**src/rtl/mtp_pkg.sv**
```systemverilog
// Shared constants, types and state codes for the median-time-past window.
`timescale 1ns / 1ps
package mtp_pkg;

  localparam int WINDOW    = 11;
  localparam int DATA_W    = 32;
  localparam int OUT_CNT_W = 4;
  localparam int IDX_W     = (WINDOW > 1) ? $clog2(WINDOW) : 1;
  localparam int CNT_W     = $clog2(WINDOW + 1);

  typedef logic [DATA_W-1:0]    data_t;
  typedef logic [IDX_W-1:0]     idx_t;
  typedef logic [CNT_W-1:0]     cnt_t;
  typedef logic [OUT_CNT_W-1:0] out_cnt_t;

  typedef enum logic [1:0] {
    ST_IDLE,
    ST_FETCH,
    ST_SCAN,
    ST_DONE
  } state_t;

  typedef struct packed {
    logic clear;
    logic en;
    idx_t idx_w;
    idx_t idx_v;
  } rank_ctl_t;

endpackage

```
**src/rtl/median_time_past_window.sv**
```systemverilog
// Top level: sliding-window median-time-past of the last 11 block timestamps.
`timescale 1ns / 1ps
// Each accepted timestamp is pushed into an 11-entry window (oldest replaced once
// full) and one result follows: the element at sorted index count/2 plus the count.
// The median is found by ranking candidates one at a time against every held entry
// through a single read port and one comparator, each candidate in slot order taking
// a full pass over the held entries; the search stops at the first candidate whose
// rank is count/2. in_stall is high for the whole search; a finished result waits in
// the output register while the next timestamp is accepted.
module median_time_past_window (
  input  logic        clk,
  input  logic        rst_n,
  input  logic        in_valid,
  output logic        in_stall,
  input  logic [31:0] in_timestamp,
  output logic        out_valid,
  input  logic        out_stall,
  output logic [31:0] out_median_time,
  output logic [3:0]  out_window_count
);

  mtp_pkg::state_t   state_r, state_nxt;
  mtp_pkg::cnt_t     count_r, count_nxt;
  mtp_pkg::idx_t     oldest_r, oldest_nxt;
  mtp_pkg::cnt_t     i_r, i_nxt;
  mtp_pkg::cnt_t     j_r, j_nxt;
  logic              pend_r, pend_nxt;
  mtp_pkg::idx_t     pend_idx_r, pend_idx_nxt;
  logic              first_r, first_nxt;
  mtp_pkg::data_t    v_r, v_nxt;
  logic              out_valid_r, out_valid_nxt;
  mtp_pkg::data_t    out_med_r, out_med_nxt;
  mtp_pkg::cnt_t     out_cnt_r, out_cnt_nxt;

  logic              accept;
  logic              we;
  mtp_pkg::idx_t     waddr;
  mtp_pkg::idx_t     raddr;
  mtp_pkg::data_t    rdata;
  mtp_pkg::rank_ctl_t rank_ctl;
  mtp_pkg::cnt_t     rank_sum;
  mtp_pkg::cnt_t     target;

  assign in_stall         = (state_r != mtp_pkg::ST_IDLE);
  assign accept           = in_valid && !in_stall;
  assign out_valid        = out_valid_r;
  assign out_median_time  = out_med_r;
  assign out_window_count = mtp_pkg::out_cnt_t'(out_cnt_r);
  assign target           = count_r >> 1;

  mtp_window_ram u_ram (
    .clk     (clk),
    .we      (we),
    .waddr   (waddr),
    .wdata   (in_timestamp),
    .raddr   (raddr),
    .rdata_r (rdata)
  );

  mtp_rank_unit u_rank (
    .clk      (clk),
    .rst_n    (rst_n),
    .ctl      (rank_ctl),
    .cand     (v_r),
    .entry    (rdata),
    .rank_sum (rank_sum)
  );

  always_comb begin
    state_nxt     = state_r;
    count_nxt     = count_r;
    oldest_nxt    = oldest_r;
    i_nxt         = i_r;
    j_nxt         = j_r;
    pend_nxt      = 1'b0;
    pend_idx_nxt  = pend_idx_r;
    first_nxt     = 1'b0;
    v_nxt         = v_r;
    out_valid_nxt = out_valid_r && out_stall;
    out_med_nxt   = out_med_r;
    out_cnt_nxt   = out_cnt_r;
    we            = 1'b0;
    waddr         = oldest_r;
    raddr         = i_r[mtp_pkg::IDX_W-1:0];
    rank_ctl      = '{clear: 1'b0, en: 1'b0, idx_w: pend_idx_r,
                      idx_v: i_r[mtp_pkg::IDX_W-1:0]};

    case (state_r)
      mtp_pkg::ST_IDLE: begin
        if (accept) begin
          we = 1'b1;
          if (count_r < mtp_pkg::cnt_t'(mtp_pkg::WINDOW)) begin
            waddr     = count_r[mtp_pkg::IDX_W-1:0];
            count_nxt = count_r + 1'b1;
          end else begin
            waddr      = oldest_r;
            oldest_nxt = (oldest_r == mtp_pkg::idx_t'(mtp_pkg::WINDOW - 1)) ?
                         '0 : oldest_r + 1'b1;
          end
          i_nxt     = '0;
          state_nxt = mtp_pkg::ST_FETCH;
        end
      end
      mtp_pkg::ST_FETCH: begin
        raddr          = i_r[mtp_pkg::IDX_W-1:0];
        rank_ctl.clear = 1'b1;
        j_nxt          = '0;
        first_nxt      = 1'b1;
        state_nxt      = mtp_pkg::ST_SCAN;
      end
      mtp_pkg::ST_SCAN: begin
        if (first_r) begin
          v_nxt = rdata;
        end
        raddr = j_r[mtp_pkg::IDX_W-1:0];
        if (j_r < count_r) begin
          pend_nxt     = 1'b1;
          pend_idx_nxt = j_r[mtp_pkg::IDX_W-1:0];
          j_nxt        = j_r + 1'b1;
        end
        if (pend_r) begin
          rank_ctl.en = 1'b1;
          if (mtp_pkg::cnt_t'(pend_idx_r) == count_r - 1'b1) begin
            pend_nxt = 1'b0;
            if (rank_sum == target) begin
              state_nxt = mtp_pkg::ST_DONE;
            end else begin
              i_nxt     = i_r + 1'b1;
              state_nxt = mtp_pkg::ST_FETCH;
            end
          end
        end
      end
      mtp_pkg::ST_DONE: begin
        if (!out_valid_r || !out_stall) begin
          out_valid_nxt = 1'b1;
          out_med_nxt   = v_r;
          out_cnt_nxt   = count_r;
          state_nxt     = mtp_pkg::ST_IDLE;
        end
      end
      default: begin
        state_nxt = mtp_pkg::ST_IDLE;
      end
    endcase
  end

  always_ff @(posedge clk) begin
    if (!rst_n) begin
      state_r     <= mtp_pkg::ST_IDLE;
      count_r     <= '0;
      oldest_r    <= '0;
      i_r         <= '0;
      j_r         <= '0;
      pend_r      <= 1'b0;
      first_r     <= 1'b0;
      out_valid_r <= 1'b0;
    end else begin
      state_r     <= state_nxt;
      count_r     <= count_nxt;
      oldest_r    <= oldest_nxt;
      i_r         <= i_nxt;
      j_r         <= j_nxt;
      pend_r      <= pend_nxt;
      first_r     <= first_nxt;
      out_valid_r <= out_valid_nxt;
    end
  end

  always_ff @(posedge clk) begin
    pend_idx_r <= pend_idx_nxt;
    v_r        <= v_nxt;
    out_med_r  <= out_med_nxt;
    out_cnt_r  <= out_cnt_nxt;
  end

  a_count_bound: assert property (@(posedge clk) disable iff (!rst_n)
    count_r <= mtp_pkg::cnt_t'(mtp_pkg::WINDOW))
    else $error("window count above window size");

  a_out_nonempty: assert property (@(posedge clk) disable iff (!rst_n)
    out_valid |-> (out_cnt_r != '0))
    else $error("result with empty window");

  a_cand_in_range: assert property (@(posedge clk) disable iff (!rst_n)
    (state_r == mtp_pkg::ST_SCAN) |-> (i_r < count_r))
    else $error("median search ran past held entries");

  a_busy_after_accept: assert property (@(posedge clk) disable iff (!rst_n)
    accept |=> (in_stall && (count_r != '0)))
    else $error("not busy after transaction accepted");

endmodule

```
**src/rtl/mtp_window_ram.sv**
```systemverilog
// Timestamp window store: one write port, one registered read port.
`timescale 1ns / 1ps
module mtp_window_ram (
  input  logic          clk,
  input  logic          we,
  input  mtp_pkg::idx_t waddr,
  input  mtp_pkg::data_t wdata,
  input  mtp_pkg::idx_t raddr,
  output mtp_pkg::data_t rdata_r
);

  mtp_pkg::data_t mem [mtp_pkg::WINDOW];

  always_ff @(posedge clk) begin
    if (we) begin
      mem[waddr] <= wdata;
    end
  end

  always_ff @(posedge clk) begin
    rdata_r <= mem[raddr];
  end

endmodule

```
**src/rtl/mtp_rank_unit.sv**
```systemverilog
// Shared rank comparator with accumulator: counts entries ordered before the candidate.
`timescale 1ns / 1ps
module mtp_rank_unit (
  input  logic              clk,
  input  logic              rst_n,
  input  mtp_pkg::rank_ctl_t ctl,
  input  mtp_pkg::data_t    cand,
  input  mtp_pkg::data_t    entry,
  output mtp_pkg::cnt_t     rank_sum
);

  mtp_pkg::cnt_t rank_r;
  mtp_pkg::cnt_t rank_nxt;
  logic          ahead;

  always_comb begin
    ahead    = (entry < cand) || ((entry == cand) && (ctl.idx_w < ctl.idx_v));
    rank_sum = rank_r + mtp_pkg::cnt_t'(ahead);
    rank_nxt = rank_r;
    if (ctl.clear) begin
      rank_nxt = '0;
    end else if (ctl.en) begin
      rank_nxt = rank_sum;
    end
  end

  always_ff @(posedge clk) begin
    if (!rst_n) begin
      rank_r <= '0;
    end else begin
      rank_r <= rank_nxt;
    end
  end

endmodule

```
**config.mk**
```make
export PLATFORM = sky130hd
export DESIGN_NAME = median_time_past_window
export DESIGN_NICKNAME = d
export VERILOG_FILES = /design/src/rtl/mtp_pkg.sv /design/src/rtl/median_time_past_window.sv /design/src/rtl/mtp_window_ram.sv /design/src/rtl/mtp_rank_unit.sv
export SDC_FILE = /design/constraint.sdc
export NUM_CORES = 1
export LEC_CHECK = 0
export BUFFER_PORTS_ARGS = -buffer_cell sky130_fd_sc_hd__buf_4
export CAP_MARGIN = 20
export CORE_UTILIZATION = 45
export DETAILED_ROUTE_END_ITERATION = 6
export GPL_TIMING_DRIVEN = 0
export PLACE_DENSITY = 0.59
export SLEW_MARGIN = 30
export SYNTH_ARGS = -nofsm -noshare
export SYNTH_HDL_FRONTEND = slang
export SYNTH_SLANG_ARGS = --single-unit
```
**constraint.sdc**
```tcl
create_clock -name clk -period 7.4 [get_ports clk]
set_input_delay 1.11 -clock clk [delete_from_list [all_inputs] [get_ports clk]]
set_output_delay 1.11 -clock clk [all_outputs]
set_load 0.02 [all_outputs]
```
# After elaboration in Yosys (flattened, before gate mapping)
# Memory sizes are Yosys's and may differ from the RTL's. A register that Yosys moved wholly into a read port is not among the register bits.
# Cells that the tools add are included.
# word_totals
reg_bits,97
ramBits,352
in_bits,36
out_inout_bits,38
wordCells,91
mem_count,1
# op_classes
addsub,6
order_cmp,4
eq_ne,13
muxes,30
bitwise,2
n_reduce_logical,22
# memory_table
name,depth,width,read_ports,rd_clocked_by_memory_dff,write_ports,line_no,rtl
u_ram.mem,11,32,1,1,1,mtp_window_ram.sv:12,mtp_pkg::data_t mem [mtp_pkg::WINDOW];
# op_table
op,count
$mux 4,10
$eq 32x32->1,1
$lt 32x32->1,1
$add 4x1->4 const B,4
$pmux 4 s2,2
$mux 1,12
$ne 2x2->1 const B,6
$mux 2,5
$reduce_and 2->1,5
$lt 4x4->1,2
$pmux 2 s4,1
$reduce_and 3->1,2
$reduce_bool 2->1,3
$reduce_and 5->1,1
$add 4x1->4,1
$eq 2x2->1 const B,2
$eq 4x3->1,1
$eq 4x4->1,1
$eq 4x4->1 const B,1
$lt 4x4->1 const B,1
$reduce_and 4->1,1
$sub 4x1->4 const B,1
$logic_and 1x1->1,3
$logic_not 1->1,3
other kinds (5),7

# Longest topological paths before layout
# depth
ltp_word,9
mapped_depth,16
depth_no_buf,16

# By module
# From an unflattened synthesis, not the netlist that was laid out.
# unflattened
cells_unflattened,1152
area_unflattened_um2,19241.0
# modules_own_cells
module,instances,cells_each,area_per_inst_um2,seq_area_each_um2
mtp_window_ram,1,770,14642.8,11210.8
median_time_past_window,1,235,3525.9,2582.5
mtp_rank_unit,1,147,1072.3,80.1

# Worst setup path after synthesis
# Ideal clock, no wire load.
# synth_timing
path_type,input -> register
startpoint,in in_valid
endpoint,mem u_ram.mem[10][0] in the netlist's numbering (enable)
setup_ns,0.421
arrival_ns,3.221
t_required_ns,6.979
path_slack_ns,3.758
path_stages,5
path_buffers,0
cell_sequence,nor3b_2 nand2_1 inv_1 o22ai_1 nor2_1
# synth_via
elab_chain_cells,5
word_cells_on_any_way,7
cone_classes,mux: 6; reduce/logical: 1
# synth_lines
element,line_no,rtl
start: declaration,median_time_past_window.sv:13,"input logic in_valid,"
$logic_and 1x1->1 *,median_time_past_window.sv:45,assign accept = in_valid && !in_stall;
$mux 1,median_time_past_window.sv:90,if (accept) begin
$mux 1,median_time_past_window.sv:88,case (state_r)
$mux 1,mtp_window_ram.sv:15,if (we) begin
$mux 1 (implied by the code),mtp_window_ram.sv:16,mem[waddr] <= wdata;
end: declaration,mtp_window_ram.sv:12,
# Mark *: on every way between the ends. The rest lies on a longest branch, timed or not.

# Worst setup path after layout
# layout_timing
startpoint,reg v_r[27]
endpoint,reg i_r[3]
# layout_via
elab_chain_cells,7
word_cells_on_any_way,8
cone_classes,add/sub: 1; order compare: 1; eq/ne: 3; reduce/logical: 3
# layout_lines
element,line_no,rtl
start: declaration,median_time_past_window.sv:30,"mtp_pkg::data_t v_r, v_nxt;"
start signal: assignment,median_time_past_window.sv:172,v_r <= v_nxt;
branches (longest 2 deep; another with $lt 32x32->1),-,
$logic_or 1x1->1 *,mtp_rank_unit.sv:17,ahead = (entry < cand) || ((entry == cand) && (ctl.idx_w < ctl.idx_v));
$add 4x1->4 *,mtp_rank_unit.sv:18,rank_sum = rank_r + mtp_pkg::cnt_t'(ahead);
named net rank_sum[1],median_time_past_window.sv:41,mtp_pkg::cnt_t rank_sum;
$eq 4x3->1 *,median_time_past_window.sv:125,if (rank_sum == target) begin
$ne 2x2->1 (no line) *,-,
$reduce_and 5->1 (no line) *,-,
end signal: assignment,median_time_past_window.sv:162,i_r <= i_nxt;
end: declaration,median_time_past_window.sv:25,"mtp_pkg::cnt_t i_r, i_nxt;"
# Mark *: on every way through the listed nets, which the timed path passes.
# A chain may end at the register's enable or synchronous reset.

==> results.md <==
* CTS tree: done
* Final worst path period share at 51.1%
* # port buffers at 73
* Vias/cell at 5.61
* Post-synth EDFFs at 424
* Setup Viol. Count Final at 0
* Crit Path Category: reg -> reg
* Total GRT Usage at 20.2%
* # Post-CTS Setup Buffers at 0
* Syn. warnings at 0
* Iter 0 DRT Violations at 905
* Critical Path AT at 4220 ps
* Max FO, Critical Path at 3
* Setup crit start kind: register
* H-tree levels at 2
* Io pins at 74
* Sequential fraction of the synthesis area at 73.5%
* PwrDens at 263 nW/um^2
* Hold Path Cell Cnt at 0
* # diodes at 0
* Hold_buf cts at 0
* Residual DRC at 3
* Final min period at 3780 ps
* DR WL/cell at 22.3 um
* Worst reg2reg endpoint: i_r[3]
* Pin count of the biggest net entering global routing at 24
* Die ar. at 42800 sq um
* Main flop type after synthesis: edfxtp_1
* Worst reg2reg path depth at 16
* Leak Pwr at 8.31 nW
* Syn Area/Cell at 16.1 sq um
* Fin. max-slew vios at 0
* Synth cell types at 49
* Cell count after synthesis at 1170
* Final Total Pwr at 5.90 mW
* # rows at 74
* Clock sinks at 481
* Max Cap Viol at 0
* Area share of the largest cell type after synthesis at 67.4%
* Hold Fails Final Rpt at 0
* Drt pass-1 iters at 7
* Worst EP required at 7840 ps
* Die Ht at 207 um
* Worst Hold End: out_window_count[2]
* Nets at 1398
* CP Capture Type: register
* HP Start: count_r[2]
* Initial core utilization at 45.9%
* Final Skew at 14.8 ps
* R2r setup slk at 3620 ps
* Setup TNS at 0 ps
* Fraction of layout cells with a size suffix above 1 at 17.9%
* Max Freq at 265 MHz
* Longest Clk Path Bufs at 3
* Syn-to-layout area delta at 18.8%
* Number of CTS-inserted buffers at 50
* Total wire length at 42100 um
* Routability Congestion at 0.799
* Core Area at 41100 sq um
* Initial antenna violation count at 2
* Worst slew margin at 33.5%
* Number of routed nets with antenna violations at 0
* Failing checks: DRC
* Clock-pin transition on the worst setup and hold timing paths at 60 ps
* R2r startpoint: v_r[27]
* Peak VDD IR at 0.000152 V
* Post-Syn Area at 18900 sq um
* Status: finished, violations left
* Synth top area cells: edfxtp_1 67%, dfxtp_1 6.0%, mux2i_1 3.5%
* RSZ-0062 raised after global routing: no
* Post-CTS sizing at 0
* Dominant cell type by area after synthesis: edfxtp_1
* Worst-margin pin slew at 997 ps
* Net Count, Synth at 1250
* Synth cell count leaders: 424 x edfxtp_1, 125 x nand2_1, 67 x o211ai_1
* Async SR Flop Fraction at 0%
* Die width at 207 um
* CTS root buffer: clkbuf_16
* FF+latch count, synth at 481
* Worst min path class: reg -> reg
* Total gr overflow at 0
* Global-route wire length before repair at 63300 um
* Vias post-DR at 10575
* Most frequent cell after synthesis: edfxtp_1
* Clock latency on the worst-skew pair at 580 ps
* HPWL after DPL at 27700 um
* Vias in the first global route at 10365
## cell usage in the layout (no fill, tap or decap), types with 16 or more instances in the layout
cell type,Yosys,final
a21oi_1,59,57
a32oi_1,33,33
buf_16,0,20
buf_2,21,21
buf_4,2,75
clkbuf_1,31,39
clkbuf_16,0,51
dfxtp_1,57,57
edfxtp_1,424,424
ha_1,44,44
inv_1,41,41
mux2i_1,66,66
mux4_2,26,26
nand2_1,125,125
nand3_1,16,16
o211ai_1,67,67
o21ai_0,21,20
## area by class of cell
class,count,area (sq um)
inverter,41,154
fill,3326,18700
tap,532,666
clock buffer,60,1320
timing repair buffer,96,1150
clock inverter,28,314
buffer,60,297
multi-input combinational,588,4660
sequential,481,13900
## metal layers
| metal | global-route usage [%] | up-vias | part of all wire [%] |
|---|---|---|---|
| li1 | - | 4847 | - |
| met5 | 0 | - | 0.021 |
| met1 | 28.5 | 5331 | 45 |
| met4 | 6.18 | 2 | 2.5 |
| met3 | 4.32 | 80 | 6.3 |
| met2 | 31.4 | 315 | 46 |
## how the worst max path moves through the flow
| stage | startpoint | endpoint | slack (ps) | cells past startpoint |
|---|---|---|---|---|
| 6_report | v_r[27] | i_r[3] | 3620 | 16 |
| 5_1_grt | v_r[27] | i_r[3] | 3300 | 16 |
| 4_1_cts | v_r[27] | i_r[3] | 3550 | 16 |
| 3_5_place_dp | v_r[27] | i_r[3] | 3560 | 16 |
| 3_3_place_gp | in_valid | u_ram.mem[9][19] | 2000 | 6 |
| 2_1_floorplan | in_valid | u_ram.mem[10][0] | 3760 | 5 |
## power breakdown
part / total (mW) / internal, mW / leakage, nW / switching (mW)
Clock: 2.51 / 1.51 / 0.795 / 1.01
Sequential: 3.07 / 3.04 / 4.31 / 0.0294
Combinational: 0.310 / 0.121 / 3.21 / 0.189
## worst max-delay path: stages, from the launching register on
cell and delay [ps]:
edfxtp_1 340, inv_1 50, ha_1 300, nand4_1 160, or4_1 600, nor3_1 290, o31ai_1 120, o21ai_0 80
o21ai_0 190, ha_1 250, ha_1 300, xnor2_1 140, nand3_1 90, nor3_1 300, or3_1 210, o31a_1 140
o21ai_0 70
## kinds of logic (layout without fill, tap and decap cells)
logic type	count (synthesis)	after routing	share of synthesized area [%]
AO/OA/AOI/OAI	207	207	7.43
XOR/XNOR	14	14	0.649
adder cells (fa/ha/maj)	44	44	2.92
buffers and inverters	101	285	2.39
flip-flops	481	481	73.5
multiplexers	100	100	7.67
AND/OR/NAND/NOR	223	223	5.47
## flip-flops by register name, summed over array words and instances, names as in the netlist, 2 cells and up
signal            flops
u_ram.mem           352
out_median_time      32
u_ram.rdata_r        32
v_r                  32
count_r               4
i_r                   4
j_r                   4
oldest_r              4
out_window_count      4
pend_idx_r            4
u_rank.rank_r         4
state_r               2
## through the flow
stage | instances | hold slack, ps | setup slack, ps | area, sq um | util [%]
finish | 1886 | 425 | 3620 | 22400 | 54.6
global route | 1886 | 448 | 3300 | 22400 | 54.6
CTS | 1886 | 427 | 3550 | 22400 | 54.6
detailed placement | 1798 | 412 | 3560 | 20800 | 50.6
global placement | 1775 | 411 | 2000 | 20100 | 48.9
floorplan | 1170 | 403 | 3760 | 18900 | -
Note: power is estimated with default switching activity, not from simulation.
